## src/scm_pkg.sv

```systemverilog
// Package: types and constants for the SCCB register master.
`timescale 1ns / 1ps
`default_nettype none

package scm_pkg;

  localparam int unsigned DelayWidth = 16;

  localparam logic [7:0]  DevAddrReset    = 8'h42;
  localparam logic [15:0] DelayTicksReset = 16'd1;

  localparam logic       CfgDevAddr    = 1'b0;
  localparam logic       CfgDelayTicks = 1'b1;

  localparam logic [1:0] ReqTick  = 2'd0;
  localparam logic [1:0] ReqWrite = 2'd1;
  localparam logic [1:0] ReqRead  = 2'd2;

  localparam logic [1:0] StatusOk        = 2'd0;
  localparam logic [1:0] StatusNoAckAddr = 2'd1;
  localparam logic [1:0] StatusNoAckReg  = 2'd2;
  localparam logic [1:0] StatusNoAckData = 2'd3;

  typedef enum logic [4:0] {
    PhIdle = 5'd0,
    PhS1   = 5'd1,
    PhS2   = 5'd2,
    PhWlo  = 5'd3,
    PhWhi  = 5'd4,
    PhAlo  = 5'd5,
    PhAhi  = 5'd6,
    PhGap  = 5'd7,
    PhP1   = 5'd8,
    PhP2   = 5'd9,
    PhP3   = 5'd10,
    PhRgap = 5'd11,
    PhRlo  = 5'd12,
    PhRhi  = 5'd13,
    PhN1   = 5'd14,
    PhN2   = 5'd15,
    PhN3   = 5'd16,
    PhN4   = 5'd17
  } phase_e;

  typedef enum logic [1:0] {
    StgAddr   = 2'd0,
    StgReg    = 2'd1,
    StgData   = 2'd2,
    StgRdAddr = 2'd3
  } stage_e;

  typedef struct packed {
    logic [1:0] req_type;
    logic [7:0] reg_addr;
    logic [7:0] wr_data;
    logic       sda_in;
  } scm_in_t;

  typedef struct packed {
    logic       scl_out;
    logic       sda_drive;
    logic       busy_res;
    logic       done_res;
    logic [1:0] status;
    logic [7:0] rd_data;
  } scm_out_t;

  // bit 1 = SCL, bit 0 = SDA; data phases take SDA from the shift byte
  function automatic logic [1:0] phase_lines(phase_e ph);
    logic [1:0] lv;
    case (ph)
      PhIdle:  lv = 2'b11;
      PhS1:    lv = 2'b11;
      PhS2:    lv = 2'b10;
      PhAlo:   lv = 2'b01;
      PhAhi:   lv = 2'b11;
      PhGap:   lv = 2'b01;
      PhP1:    lv = 2'b00;
      PhP2:    lv = 2'b10;
      PhP3:    lv = 2'b11;
      PhRgap:  lv = 2'b11;
      PhRlo:   lv = 2'b01;
      PhRhi:   lv = 2'b11;
      PhN1:    lv = 2'b01;
      PhN2:    lv = 2'b11;
      PhN3:    lv = 2'b01;
      PhN4:    lv = 2'b00;
      default: lv = 2'b11;
    endcase
    return lv;
  endfunction

endpackage

`default_nettype wire

```

## src/sccb_register_master_unit.sv

```systemverilog
// Top level: tick-driven SCCB register master with registered result stage.
//
//  channel | direction | handshake                | payload
//  --------+-----------+--------------------------+-------------------------
//  in      | input     | in_valid_i / in_ready_o  | in_data_i  (scm_in_t)
//  out     | output    | out_valid_o / out_ready_i| out_data_o (scm_out_t)
//  cfg     | input     | cfg_we_i                 | cfg_idx_i, cfg_wdata_i
//
//  One tick per clock cycle while the result register can take it: each transfer updates the sequencer.
//  The result register is loaded by each tick and holds its outcome from the cycle after that tick.
//  A tick is taken whenever the result register is empty or being drained.
//  Reset returns the sequencer to idle with both lines high; no clearing pass.
`timescale 1ns / 1ps
`default_nettype none

module sccb_register_master_unit
  import scm_pkg::*;
(
  input  wire logic        clk_i,
  input  wire logic        rst_ni,
  input  wire logic        in_valid_i,
  output logic             in_ready_o,
  input  wire scm_in_t     in_data_i,
  output logic             out_valid_o,
  input  wire logic        out_ready_i,
  output scm_out_t         out_data_o,
  input  wire logic        cfg_we_i,
  input  wire logic        cfg_idx_i,
  input  wire logic [15:0] cfg_wdata_i
);

  logic [7:0]            dev_addr_q;
  logic [15:0]           delay_ticks_q;
  phase_e                phase_q, phase_d;
  stage_e                stage_q, stage_d;
  logic [2:0]            bit_count_q, bit_count_d;
  logic [7:0]            shift_byte_q, shift_byte_d;
  logic [DelayWidth-1:0] delay_count_q, delay_count_d;
  logic                  is_read_q, is_read_d;
  logic [7:0]            held_reg_q, held_reg_d;
  logic [7:0]            held_wdata_q, held_wdata_d;
  logic [1:0]            status_q, status_d;
  logic [7:0]            read_byte_q, read_byte_d;
  logic [1:0]            lines_q, lines_d;
  logic                  out_valid_q;
  scm_out_t              out_q, out_d;

  logic [DelayWidth-1:0] interval_raw;
  logic [DelayWidth-1:0] interval;
  logic [DelayWidth:0]   count_inc;
  logic                  in_xfer;
  logic                  busy;
  logic                  done;
  logic                  sda;
  logic [1:0]            tick_lines;

  assign in_ready_o  = !out_valid_q || out_ready_i;
  assign in_xfer     = in_valid_i && in_ready_o;
  assign out_valid_o = out_valid_q;
  assign out_data_o  = out_q;
  assign sda         = in_data_i.sda_in;

  assign interval_raw = DelayWidth'(delay_ticks_q);
  assign interval     = (interval_raw == '0) ? DelayWidth'(1) : interval_raw;

  always_comb begin
    phase_d       = phase_q;
    stage_d       = stage_q;
    bit_count_d   = bit_count_q;
    shift_byte_d  = shift_byte_q;
    delay_count_d = delay_count_q;
    is_read_d     = is_read_q;
    held_reg_d    = held_reg_q;
    held_wdata_d  = held_wdata_q;
    status_d      = status_q;
    read_byte_d   = read_byte_q;
    lines_d       = lines_q;
    busy          = 1'b0;
    done          = 1'b0;
    count_inc     = '0;

    if (phase_q == PhIdle &&
        (in_data_i.req_type == ReqWrite || in_data_i.req_type == ReqRead)) begin
      is_read_d     = (in_data_i.req_type == ReqRead);
      held_reg_d    = in_data_i.reg_addr;
      held_wdata_d  = in_data_i.wr_data;
      stage_d       = StgAddr;
      bit_count_d   = '0;
      delay_count_d = '0;
      phase_d       = PhS1;
    end

    if (phase_d != PhIdle) begin
      if (phase_d == PhWlo || phase_d == PhWhi) begin
        lines_d = {phase_d == PhWhi, shift_byte_d[7]};
      end else begin
        lines_d = phase_lines(phase_d);
      end
      busy      = 1'b1;
      count_inc = {1'b0, delay_count_d} + 1'b1;
      if (count_inc >= {1'b0, interval}) begin
        delay_count_d = '0;
        case (phase_d)
          PhS1: phase_d = PhS2;
          PhS2: begin
            shift_byte_d = (stage_d == StgRdAddr) ? dev_addr_q + 8'd1 : dev_addr_q;
            bit_count_d  = '0;
            phase_d      = PhWlo;
          end
          PhWlo: phase_d = PhWhi;
          PhWhi: begin
            shift_byte_d = {shift_byte_d[6:0], 1'b0};
            bit_count_d  = bit_count_d + 3'd1;
            phase_d      = (bit_count_d == '0) ? PhAlo : PhWlo;
          end
          PhAlo: phase_d = PhAhi;
          PhAhi: begin
            if (sda) begin
              case (stage_d)
                StgAddr: status_d = StatusNoAckAddr;
                StgReg:  status_d = StatusNoAckReg;
                default: status_d = StatusNoAckData;
              endcase
              lines_d = 2'b01;
              phase_d = PhIdle;
              done    = 1'b1;
            end else begin
              case (stage_d)
                StgAddr: begin
                  stage_d      = StgReg;
                  shift_byte_d = held_reg_d;
                  bit_count_d  = '0;
                  phase_d      = PhGap;
                end
                StgReg: begin
                  if (is_read_d) begin
                    phase_d = PhP1;
                  end else begin
                    stage_d      = StgData;
                    shift_byte_d = held_wdata_d;
                    bit_count_d  = '0;
                    phase_d      = PhGap;
                  end
                end
                StgData: phase_d = PhP1;
                default: phase_d = PhGap;
              endcase
            end
          end
          PhGap: begin
            if (stage_d == StgRdAddr) begin
              shift_byte_d = '0;
              bit_count_d  = '0;
              phase_d      = PhRlo;
            end else begin
              phase_d = PhWlo;
            end
          end
          PhRlo: phase_d = PhRhi;
          PhRhi: begin
            shift_byte_d = {shift_byte_d[6:0], sda};
            bit_count_d  = bit_count_d + 3'd1;
            if (bit_count_d == '0) begin
              read_byte_d = shift_byte_d;
              phase_d     = PhN1;
            end else begin
              phase_d = PhRlo;
            end
          end
          PhN1: phase_d = PhN2;
          PhN2: phase_d = PhN3;
          PhN3: phase_d = PhN4;
          PhN4: phase_d = PhP1;
          PhP1: phase_d = PhP2;
          PhP2: phase_d = PhP3;
          PhP3: begin
            if (stage_d == StgReg) begin
              phase_d = PhRgap;
            end else begin
              status_d = StatusOk;
              lines_d  = 2'b11;
              phase_d  = PhIdle;
              done     = 1'b1;
            end
          end
          PhRgap: begin
            stage_d = StgRdAddr;
            phase_d = PhS1;
          end
          default: phase_d = PhIdle;
        endcase
      end else begin
        delay_count_d = count_inc[DelayWidth-1:0];
      end
    end

    out_d.scl_out   = tick_lines[1];
    out_d.sda_drive = tick_lines[0];
    out_d.busy_res  = busy;
    out_d.done_res  = done;
    out_d.status    = status_d;
    out_d.rd_data   = read_byte_d;
  end

  // line levels of this tick: those set on entry to the active phase
  always_comb begin
    if (phase_q == PhIdle &&
        !(in_data_i.req_type == ReqWrite || in_data_i.req_type == ReqRead)) begin
      tick_lines = lines_q;
    end else if (phase_q == PhIdle) begin
      tick_lines = phase_lines(PhS1);
    end else if (phase_q == PhWlo || phase_q == PhWhi) begin
      tick_lines = {phase_q == PhWhi, shift_byte_q[7]};
    end else begin
      tick_lines = phase_lines(phase_q);
    end
  end

  always_ff @(posedge clk_i or negedge rst_ni) begin
    if (!rst_ni) begin
      dev_addr_q    <= DevAddrReset;
      delay_ticks_q <= DelayTicksReset;
    end else if (cfg_we_i) begin
      case (cfg_idx_i)
        CfgDevAddr:    dev_addr_q    <= cfg_wdata_i[7:0];
        CfgDelayTicks: delay_ticks_q <= cfg_wdata_i;
        default:       dev_addr_q    <= dev_addr_q;
      endcase
    end
  end

  always_ff @(posedge clk_i or negedge rst_ni) begin
    if (!rst_ni) begin
      phase_q       <= PhIdle;
      stage_q       <= StgAddr;
      bit_count_q   <= '0;
      shift_byte_q  <= '0;
      delay_count_q <= '0;
      is_read_q     <= 1'b0;
      held_reg_q    <= '0;
      held_wdata_q  <= '0;
      status_q      <= StatusOk;
      read_byte_q   <= '0;
      lines_q       <= 2'b11;
    end else if (in_xfer) begin
      phase_q       <= phase_d;
      stage_q       <= stage_d;
      bit_count_q   <= bit_count_d;
      shift_byte_q  <= shift_byte_d;
      delay_count_q <= delay_count_d;
      is_read_q     <= is_read_d;
      held_reg_q    <= held_reg_d;
      held_wdata_q  <= held_wdata_d;
      status_q      <= status_d;
      read_byte_q   <= read_byte_d;
      lines_q       <= lines_d;
    end
  end

  always_ff @(posedge clk_i or negedge rst_ni) begin
    if (!rst_ni) begin
      out_valid_q <= 1'b0;
    end else if (in_xfer) begin
      out_valid_q <= 1'b1;
    end else if (out_ready_i) begin
      out_valid_q <= 1'b0;
    end
  end

  always_ff @(posedge clk_i) begin
    if (in_xfer) begin
      out_q <= out_d;
    end
  end

  a_done_busy: assert property (@(posedge clk_i) disable iff (!rst_ni)
    out_valid_q && out_q.done_res |-> out_q.busy_res)
    else $error("done without busy");

  a_idle_stays: assert property (@(posedge clk_i) disable iff (!rst_ni)
    in_xfer && phase_q == PhIdle && in_data_i.req_type != ReqWrite &&
    in_data_i.req_type != ReqRead |=> phase_q == PhIdle)
    else $error("sequencer left idle without a request");

  a_active_busy: assert property (@(posedge clk_i) disable iff (!rst_ni)
    in_xfer && phase_q != PhIdle |=> out_valid_q && out_q.busy_res)
    else $error("active tick not reported busy");

  a_start_busy: assert property (@(posedge clk_i) disable iff (!rst_ni)
    in_xfer && phase_q == PhIdle && in_data_i.req_type == ReqWrite
    |=> out_q.busy_res && out_q.scl_out && out_q.sda_drive)
    else $error("start tick not driven");

endmodule

`default_nettype wire
```

## config.mk

```make
export PLATFORM = sky130hd
export DESIGN_NAME = sccb_register_master_unit
export DESIGN_NICKNAME = d
export VERILOG_FILES = /design/src/scm_pkg.sv /design/src/sccb_register_master_unit.sv
export SDC_FILE = /design/constraint.sdc
export NUM_CORES = 1
export LEC_CHECK = 0
export ABC_CLOCK_PERIOD_IN_PS = 4080
export BUFFER_PORTS_ARGS = -buffer_cell sky130_fd_sc_hd__buf_2
export CAP_MARGIN = 20
export CORE_UTILIZATION = 45
export DETAILED_ROUTE_END_ITERATION = 16
export PLACE_DENSITY = 0.66
export SETUP_SLACK_MARGIN = 0.02
export SYNTH_ARGS = -nofsm -noshare
export SYNTH_HDL_FRONTEND = slang
export SYNTH_SLANG_ARGS = --single-unit
```

## constraint.sdc

```tcl
create_clock -name clk_i -period 4.08 [get_ports clk_i]
set_input_delay 0.408 -clock clk_i [delete_from_list [all_inputs] [get_ports clk_i]]
set_output_delay 0.408 -clock clk_i [all_outputs]
set_load 0.03 [all_outputs]
```

After elaboration in Yosys (flattened, before gate mapping). Memory sizes are Yosys's and may differ from the RTL's. Index checks and enable logic that the tools add are counted. W data, S select, Z words.

Bits in registers: 102. Logic and storage cells: 140. Memories: 2. Output and inout bits: 16. Memory bits (read-only): 128.

Multiplexer cells: 63. Bitwise operators: 1. Magnitude comparators: 1. Reduce and logical (&&, ||, !) cells: 22. Equal/unequal tests: 28. $add $sub $neg: 3.

Memory list: (name not given) (depth 32, bits a word 2, read ports 1, clocked after memory_dff 0, write ports 0, line scm_pkg.sv:71) `case (ph)`; (name not given) (depth 32, bits a word 2, read ports 1, clocked after memory_dff 0, write ports 0, line scm_pkg.sv:71).

Operators with widths (number): $pmux W5 S17 (1); $mux W8 (10); $mux W16 (4); $eq A5 B4 Y1 const B (8); $pmux W8 S5 (1); $mux W2 (17); $eq A5 B3 Y1 const B (5); $mux W3 (7); $pmux W2 S2 (5); $add A16 B1 Y17 const B (1); $ge A17 B16 Y1 (1); $logic_not A16 Y1 (1); $mux W4 (4); $pmux W8 S2 (1); $eq A5 B2 Y1 const B (3); $mux W5 (3); $pmux W3 S4 (1); $eq A5 B5 Y1 const B (2); $reduce_bool A5 Y1 (2); $add A8 B1 Y8 const B (1); $pmux W4 S2 (1); $reduce_and A2 Y1 (4); $reduce_and A8 Y1 (1); $eq A2 B2 Y1 const B (3); other kinds (18) (31).

Depth between registers and ports, before layout. Gate-level depths: netlist (run 1).

Word-level depth: 10. Depth in mapped cells: 21.

Worst setup path after synthesis (run 1). No wires, ideal clock.

Kind: register to register. From: register phase_q[2]. To: register out_q, in the netlist out_data_o[0], data pin. Required time: 3.820 ns. Buffers on the path: 4. Arrival time: 4.190 ns. Stages on the path, launching flop included: 16. Setup slack: -0.370 ns. Clock period less this slack: 4.450 ns. Path through: dfrtp_1 buf_6 or3_4 nor4_4 clkbuf_1 clkbuf_1 nor2_1 ha_1 a211oi_1 nor2_1 a2111oi_0 nor3_1 or3b_1 buf_2 nand2_2 mux2_2.

Word-level cells in the longest chain between the ends: 9.

Ends and longest elaborated chain: start: declaration (line sccb_register_master_unit.sv:34) `phase_e phase_q, phase_d;`; start signal: assignment (line sccb_register_master_unit.sv:234) `phase_q <= PhIdle;`; start signal: assignment (line sccb_register_master_unit.sv:246) `phase_q <= phase_d;`; parallel branches: the longest is 8 deep, another holds $add A16 B1 Y17; $mux W8 (*) (line sccb_register_master_unit.sv:93) `if (phase_d != PhIdle) begin`; via read_byte_d[0] (line sccb_register_master_unit.sv:43) `logic [7:0] read_byte_q, read_byte_d;`; end signal: assignment (line sccb_register_master_unit.sv:272) `out_q <= out_d;`; end: declaration (line sccb_register_master_unit.sv:46) `scm_out_t out_q, out_d;`.

Mark *: on every way through the listed nets, which the timed path passes. A chain may end at the register's enable or synchronous reset.

Worst setup path in the final report (run 1).
From: register phase_q[1]. To: register out_q, in the netlist out_data_o[2], data pin.

The elaborated chain is that of the path after synthesis.

==> metrics, run 1 <==
share of cells above drive strength 1=32.8%; io pins=57; CP Cell Sequence=nor3_2 -> nand3b_1 -> and2_4 -> ha_4 -> nand3_1 -> xor2_2 -> nor2_1 -> ha_1 -> a211oi_2 -> nor2_1 -> a2111oi_4 -> nor3_2 -> or3b_4 -> nand2_8 -> mux2_4; Power Density=398 nW/um^2; CP peak stage delay=0.51 ns; R2R depth=15; Critical Path AT=4.06 ns; Worst VDD drop=0.240 mV; Yosys reg bits=approximately 100; Synth Instances=571; Max Transition Viols Final=0; Placer Congestion=0.861; Async SR Flop Fraction=between 80% and 90%; Synth-to-Final Area Change=20.9%; TritonCTS Buffers=9; vias in the first global route=4,634; total grt overflow=0; Initial Util=46.7%; Setup TNS=0 ns; number of synthesized flops with an enable pin=14; worst-path fanout max=8; worst slew pin tran=1.05 ns; port buffer count=56; Leakage=between 3 and 4 nW; top_reg_cell synth=dfrtp_1; synth unique cells=67; first-pass GRT wire length=23,400 um; Synth warnings=0; n_diodes=0; die height=117 um; HP Class=input pin to async pin; Worst setup EP type=register; Starting DRT DRC Count=373; wirelength, routed=14,600 um; TritonCTS sink count=102; Synth Area per Inst=between 10 and 15 um^2; FP Rows=41; largest area contributor in the netlist=dfrtp_1; kind of critical path=register to register; clk buf depth=2; Final Setup Violations=0; sequential fraction of the synthesis area=around 44%; Die ar.=about 14,000 um^2; Die Wd=117 um; Total Routing Usage GR=22.5%; Vias/cell=5.77; Tcrit/Tclk final=97.0%; HPWL after detailed placement=10,400 um; Root Driver=clkbuf_16; Syn Std Cell Area=roughly 6000 um^2; routed wire length per instance=17.6 um; Peak Freq=about 250 MHz; hold buffers post-CTS=0; CP Launch Type=register; CTS tree=yes; syn_nets=638; core area=about 13,000 um^2; Detail Route Antenna Nets=0; CTS H-tree depth=3; Worst-path clk slew=roughly 0.070 ns; top-area cell type share of the netlist area=roughly a third; antenna violations before repair=0; fin util=56.5%; Max-Cap Viols=0; Final nets=718; status=finished clean; Synth area leaders=dfrtp_1 35%, mux2_2 12%, edfxtp_1 7.0%, ha_1 5.5%, nand2_1 4.2%; unrepaired setup endpoints after global routing=yes; # DRC=0; Fin Clk Skew=0.0104 ns; DR pass1 iterations=6; Req. time, crit path=4.19 ns; overall power=0.00287 W; Crit-path slowest cell=or3b_4; Final Critical Period=3.96 ns; via count=4,774; largest net degree at the start of global routing=63; Final Hold Violating Endpoints=0; worst rel slew slack=29.7%; latest clock arrival within the worst-skew pair=approximately 0.36 ns
==> through the flow <==
stage          instance area [um^2]  cells  hold slack [ns]  setup slack (ns)
3_5_place_dp                   6700    807            0.480            -0.348
3_3_place_gp                   6700    807            0.479            -0.242
2_1_floorplan                  6070    571            0.112            0.0245
6_report                       7210    828            0.152             0.124
4_1_cts                        7020    823            0.177            0.0389
5_1_grt                        7210    828            0.221           -0.0191
==> repair_timing <==
item,4_1_cts,5_1_grt
setup endpoints to repair,26,52
buffers inserted,0,5
cloned,0,1
pin swaps,0,14
gates resized for setup,2,28
==> worst max-delay path: cells and delay by family, from the launching register on <==
| family | cells | cell delay (ns) |
|---|---|---|
| AO/OA/AOI/OAI | 2 | 0.56 |
| flip-flops | 1 | 0.39 |
| AND/OR/NAND/NOR | 9 | 1.80 |
| adder cells (fa/ha/maj) | 2 | 0.48 |
| multiplexers | 1 | 0.31 |
| XOR/XNOR | 1 | 0.17 |
==> cell usage in the layout, fill, tap and decap left out, drive strengths merged, types with 9 or more instances in the layout <==
| cell type | synthesis | routed |
|---|---|---|
| edfxtp | 14 | 14 |
| nor3 | 16 | 16 |
| xor2 | 17 | 17 |
| nand4 | 10 | 10 |
| a21oi | 14 | 14 |
| inv | 27 | 30 |
| mux2 | 65 | 65 |
| nor2 | 42 | 42 |
| ha | 26 | 26 |
| nand3 | 16 | 16 |
| o41ai | 9 | 9 |
| clkbuf | 23 | 12 |
| o21ai | 18 | 18 |
| nand2 | 67 | 67 |
| dfrtp | 83 | 83 |
| buf | 7 | 98 |
==> logic make-up (layout without fill, tap and decap cells) <==
family / after synthesis / after routing / share of synthesized area (%)
AOI/OAI and AO/OA: 96 / 96 / 11.6
xor gates and xnor gates: 22 / 22 / 3.23
adders and majority gates: 26 / 26 / 5.45
buffers and inverters: 58 / 143 / 3.88
DFF: 102 / 102 / 44.1
muxes: 76 / 76 / 16.0
and+or+nand+nor: 191 / 191 / 15.8
==> sequential cells by signal, indices dropped and copies added (netlist names) <==
signal         cells
bit_count_q        3
delay_count_q     16
delay_ticks_q     16
dev_addr_q         8
held_reg_q         8
held_wdata_q       8
is_read_q          1
lines_q            2
out_data_o        14
out_valid_o        1
phase_q            5
read_byte_q        8
shift_byte_q       8
stage_q            2
status_q           2
==> layer usage <==
layer / vias up / share of wire (%) / track usage, % / routed length (um)
met5: - / 0 / 0 / 0
li1: 2247 / - / - / -
met3: 24 / 4.5 / 3.71 / 655
met2: 134 / 48 / 36.1 / 7030
met1: 2369 / 45 / 30.4 / 6600
met4: 0 / 2.1 / 9.70 / 311
==> cell usage after synthesis (5+ instances only) <==
cell / number
nor4_1: 7
nand2_1: 66
xnor2_1: 5
o211ai_1: 6
dfstp_2: 5
xor2_1: 17
o41ai_1: 9
a21oi_1: 14
and2_1: 6
o21ai_0: 18
nor3_1: 15
nand2b_1: 7
a31oi_1: 5
clkbuf_1: 23
nand4_1: 10
nand3_1: 15
ha_1: 26
dfrtp_1: 83
a221o_1: 6
nor2_1: 42
mux2_2: 65
inv_1: 27
edfxtp_1: 14
==> cell type report <==
cell class                      instances  area (um^2)
Fill cell                            1102         5560
Multi-Input combinational cell        411         3300
Sequential cell                       102         2630
Timing Repair Buffer                   99          653
Clock buffer                           11          264
Tap cell                              172          215
Inverter                               28          105
Clock inverter                          5         45.0
==> where the power goes <==
part | internal [W] | total, W | switching (W)
Sequential | 0.00115 | 0.00125 | 0.000102
Clock | 0.000478 | 0.000887 | 0.000409
Combinational | 0.000332 | 0.000731 | 0.000399
==> final timing paths <==
check	startpoint	end	slack [ns]
setup / recovery	phase_q[1]	out_data_o[2]	0.12
hold / removal	rst_ni	delay_count_q[13]	0.15
setup reg to reg	phase_q[1]	out_data_o[2]	0.12
hold reg to reg	bit_count_q[0]	bit_count_q[0]	0.49
max in group asynchronous	rst_ni	delay_count_q[7]	3.03
min in group clk_i	in_valid_i	out_valid_o	0.26
Note: power is estimated with default switching activity, not from simulation.
==> inputs of run 2 (changes only) <==
==> constraint.sdc (replaced) <==
create_clock -name clk_i -period 4.08 [get_ports clk_i]
set_input_delay 0.204 -clock clk_i [delete_from_list [all_inputs] [get_ports clk_i]]
set_output_delay 0.204 -clock clk_i [all_outputs]
set_load 0.03 [all_outputs]
==> run 2 against run 1 <==
Largest cell class unchanged. Maximum frequency down 1.3%. Utilization is 0.78 points lower. Critical path depth unchanged. Non-clock buffer count shrank 1. Combinational power is 0.8% lower. Clock skew down 0.0038 ns. Clock-buffer cell count is 1 lower. Final area is 1.4% lower. Total power decreased by 2.2%. Sequential share of layout area increased by 0.53 points. Register-to-register slack lost 0.05 ns. First-iteration DRC count fell by 19%.
==> metrics, run 2 (synthesis results as in run 1) <==
Synth-to-Final Area Change=19.2%; FP Rows=41 (unchanged); met3 routed WL=672 um (+2.6%); kind of critical path=register to register; routed wire length per instance=17.3 um (-1.8%); vias in the first global route=4,693 (+1.3%); Worst setup EP type=register; Setup TNS=0 ns (unchanged); port buffer count=56 (unchanged); most frequent cells in the layout=82 x dfrtp_1, 66 x nand2_1, 63 x mux2_2; P_int=0.00190 W (-3.1%); worst rel slew slack=31.4% (+1.7 points); setup ws final=0.0715 ns (-0.0528 ns); Levels on crit path=15 (unchanged); share of cells above drive strength 1=32.5% (-0.26 points); switching power share of the total=32.4% (+0.63 points); WHS Endpoint=out_valid_o; core area=12,800 um^2 (unchanged); total grt overflow=0 (unchanged); antenna violations before repair=0 (unchanged); Leakage=3.19 nW (-1.6%); Worst VDD drop=0.302 mV (+26%); Die ar.=13,700 um^2 (unchanged); TritonCTS sink count=102 (unchanged); Final Hold Violating Endpoints=0 (unchanged); status=finished clean; clk buf depth=2 (unchanged); latest clock arrival within the worst-skew pair=0.35 ns (about the same); largest net degree at the start of global routing=61 (-3.2%); hold path startpoint=in_valid_i; Initial Util=46.7% (unchanged); M1 WL=6520 um (-1.3%); CTS tree=yes; Seq pwr share=44.8% (+1.3 points); HP Class=input pin to register; R2R Setup Slk=0.07 ns (-0.05 ns); die height=117 um (unchanged); Worst-path clk slew=0.07 ns (about the same); unrepaired setup endpoints after global routing=yes; n_diodes=0 (unchanged); post-place setup slack=-0.205 ns (+0.143 ns); CP peak stage delay=0.43 ns (-0.08 ns); Tcrit/Tclk final=98.2% (+1.3 points); Min-Delay Path Depth=2; area post-placement=6670 um^2 (-0.49%); final instance area=7110 um^2 (-1.4%); worst slew pin tran=1.03 ns (-0.0241 ns); power share of the clock group=29.4% (-1.5 points); Req. time, crit path=4.19 ns (about the same); commonest non-fill, non-tap cell in the layout=dfrtp_1; io pins=57 (unchanged); Root Driver=clkbuf_16; reg2reg end=out_data_o[2]; first-pass GRT wire length=23,300 um (-0.68%); # DRC=0 (unchanged); Die Wd=117 um (unchanged); Detail Route Antenna Nets=0 (unchanged); DR pass1 iterations=4 (-2); overall power=0.00280 W (-2.2%); Net Sw Power=0.000908 W (-0.25%); TritonCTS Buffers=9 (unchanged); CP Launch Type=register; CP bufs+invs=4 (+4); wirelength, routed=14,300 um (-1.9%); Vias/cell=5.76 (-0.11%); cell family with most CP delay=simple AND/OR/NAND/NOR gates; Comb pwr share=25.8% (+0.3 points); Peak Freq=249 MHz (-1.3%); Starting DRT DRC Count=301 (-19%); Fin Clk Skew=0.00663 ns (-0.00381 ns); most used cell, CP=buf_4; Placer Congestion=0.899 (+4.5%); HPWL after detailed placement=10,400 um (about the same); R2R depth=15 (unchanged); CP Cell Sequence=buf_4 -> or3_4 -> nor4_4 -> buf_4 -> nor3_4 -> xnor2_1 -> ha_1 -> nand4_1 -> inv_1 -> a2111oi_4 -> nor3_2 -> or3b_4 -> buf_12 -> nand2_8 -> mux2_2; Power Density=394 nW/um^2 (-0.82%); Crit-path slowest cell=or3b_4; RR Startpoint=phase_q[1]; Met2 Wirelength=6970 um (-0.84%); Final Critical Period=4.01 ns (+0.0528 ns); Max Transition Viols Final=0 (unchanged); Max-Cap Viols=0 (unchanged); CTS H-tree depth=3 (unchanged); via count=4,763 (-0.23%); Total Routing Usage GR=22.4% (-0.19 points); worst-path fanout max=8 (unchanged); Critical Path AT=4.11 ns (+0.05 ns); Final nets=717 (-0.14%); Final Setup Violations=0 (unchanged); top layer in use=met4
run 2: power by group through the flow:
stage / Sequential (W) / Clock, W / Combinational (W)
2_1_floorplan: 0.00125 / 0 / 0.000461
3_3_place_gp: 0.00126 / 0 / 0.000652
3_5_place_dp: 0.00127 / 0 / 0.000671
4_1_cts: 0.00125 / 0.000845 / 0.000682
5_1_grt: 0.00127 / 0.000880 / 0.000807
6_report: 0.00126 / 0.000823 / 0.000725
run 2: metrics by stage:
| step | hold WS (ns) | utilization, % | instances |
|---|---|---|---|
| 4_1_cts | 0.0589 | 54.5 | 823 |
| 3_5_place_dp | 0.351 | 52.2 | 806 |
| 3_3_place_gp | 0.341 | 52.2 | 806 |
| 6_report | 0.0638 | 55.7 | 827 |
| 2_1_floorplan | -0.0916 | - | 571 |
| 5_1_grt | 0.0579 | 55.7 | 827 |
run 2: worst max path at each step:
stage / slack, ns / start / to
floorplan: 0.02 / phase_q[2] / out_data_o[0]
CTS: 0.03 / phase_q[1] / out_data_o[4]
global route: -0.09 / phase_q[0] / out_data_o[2]
finish: 0.07 / phase_q[1] / out_data_o[2]
detailed placement: -0.20 / in_data_i[17] / shift_byte_q[3]
global placement: -0.11 / in_data_i[17] / out_data_o[5]
run 2: final cells by class:
cell class | instances | area, um^2
multi-input cells | 411 | 3270
repair buffers | 98 | 617
well taps | 172 | 215
clock inverters | 6 | 48.8
clock buffers | 10 | 229
fillers | 1102 | 5660
inverters | 28 | 105
flip-flops and latches | 102 | 2630
run 2: timing repair:
item / CTS / global route
cloned: 0 / 0
setup buffers: 0 / 4
endpoints found under the hold margin: 57 / 0
pin swaps: 0 / 10
resized for setup: 2 / 25
hold buffers: 1 / 0
endpoints found under the setup margin: 10 / 43
run 2: routing by layer:
layer,vias up,track usage (%)
li1,2265,-
met4,0,6.92
met3,13,4.53
met2,150,36.8
met5,-,0
met1,2335,29.8
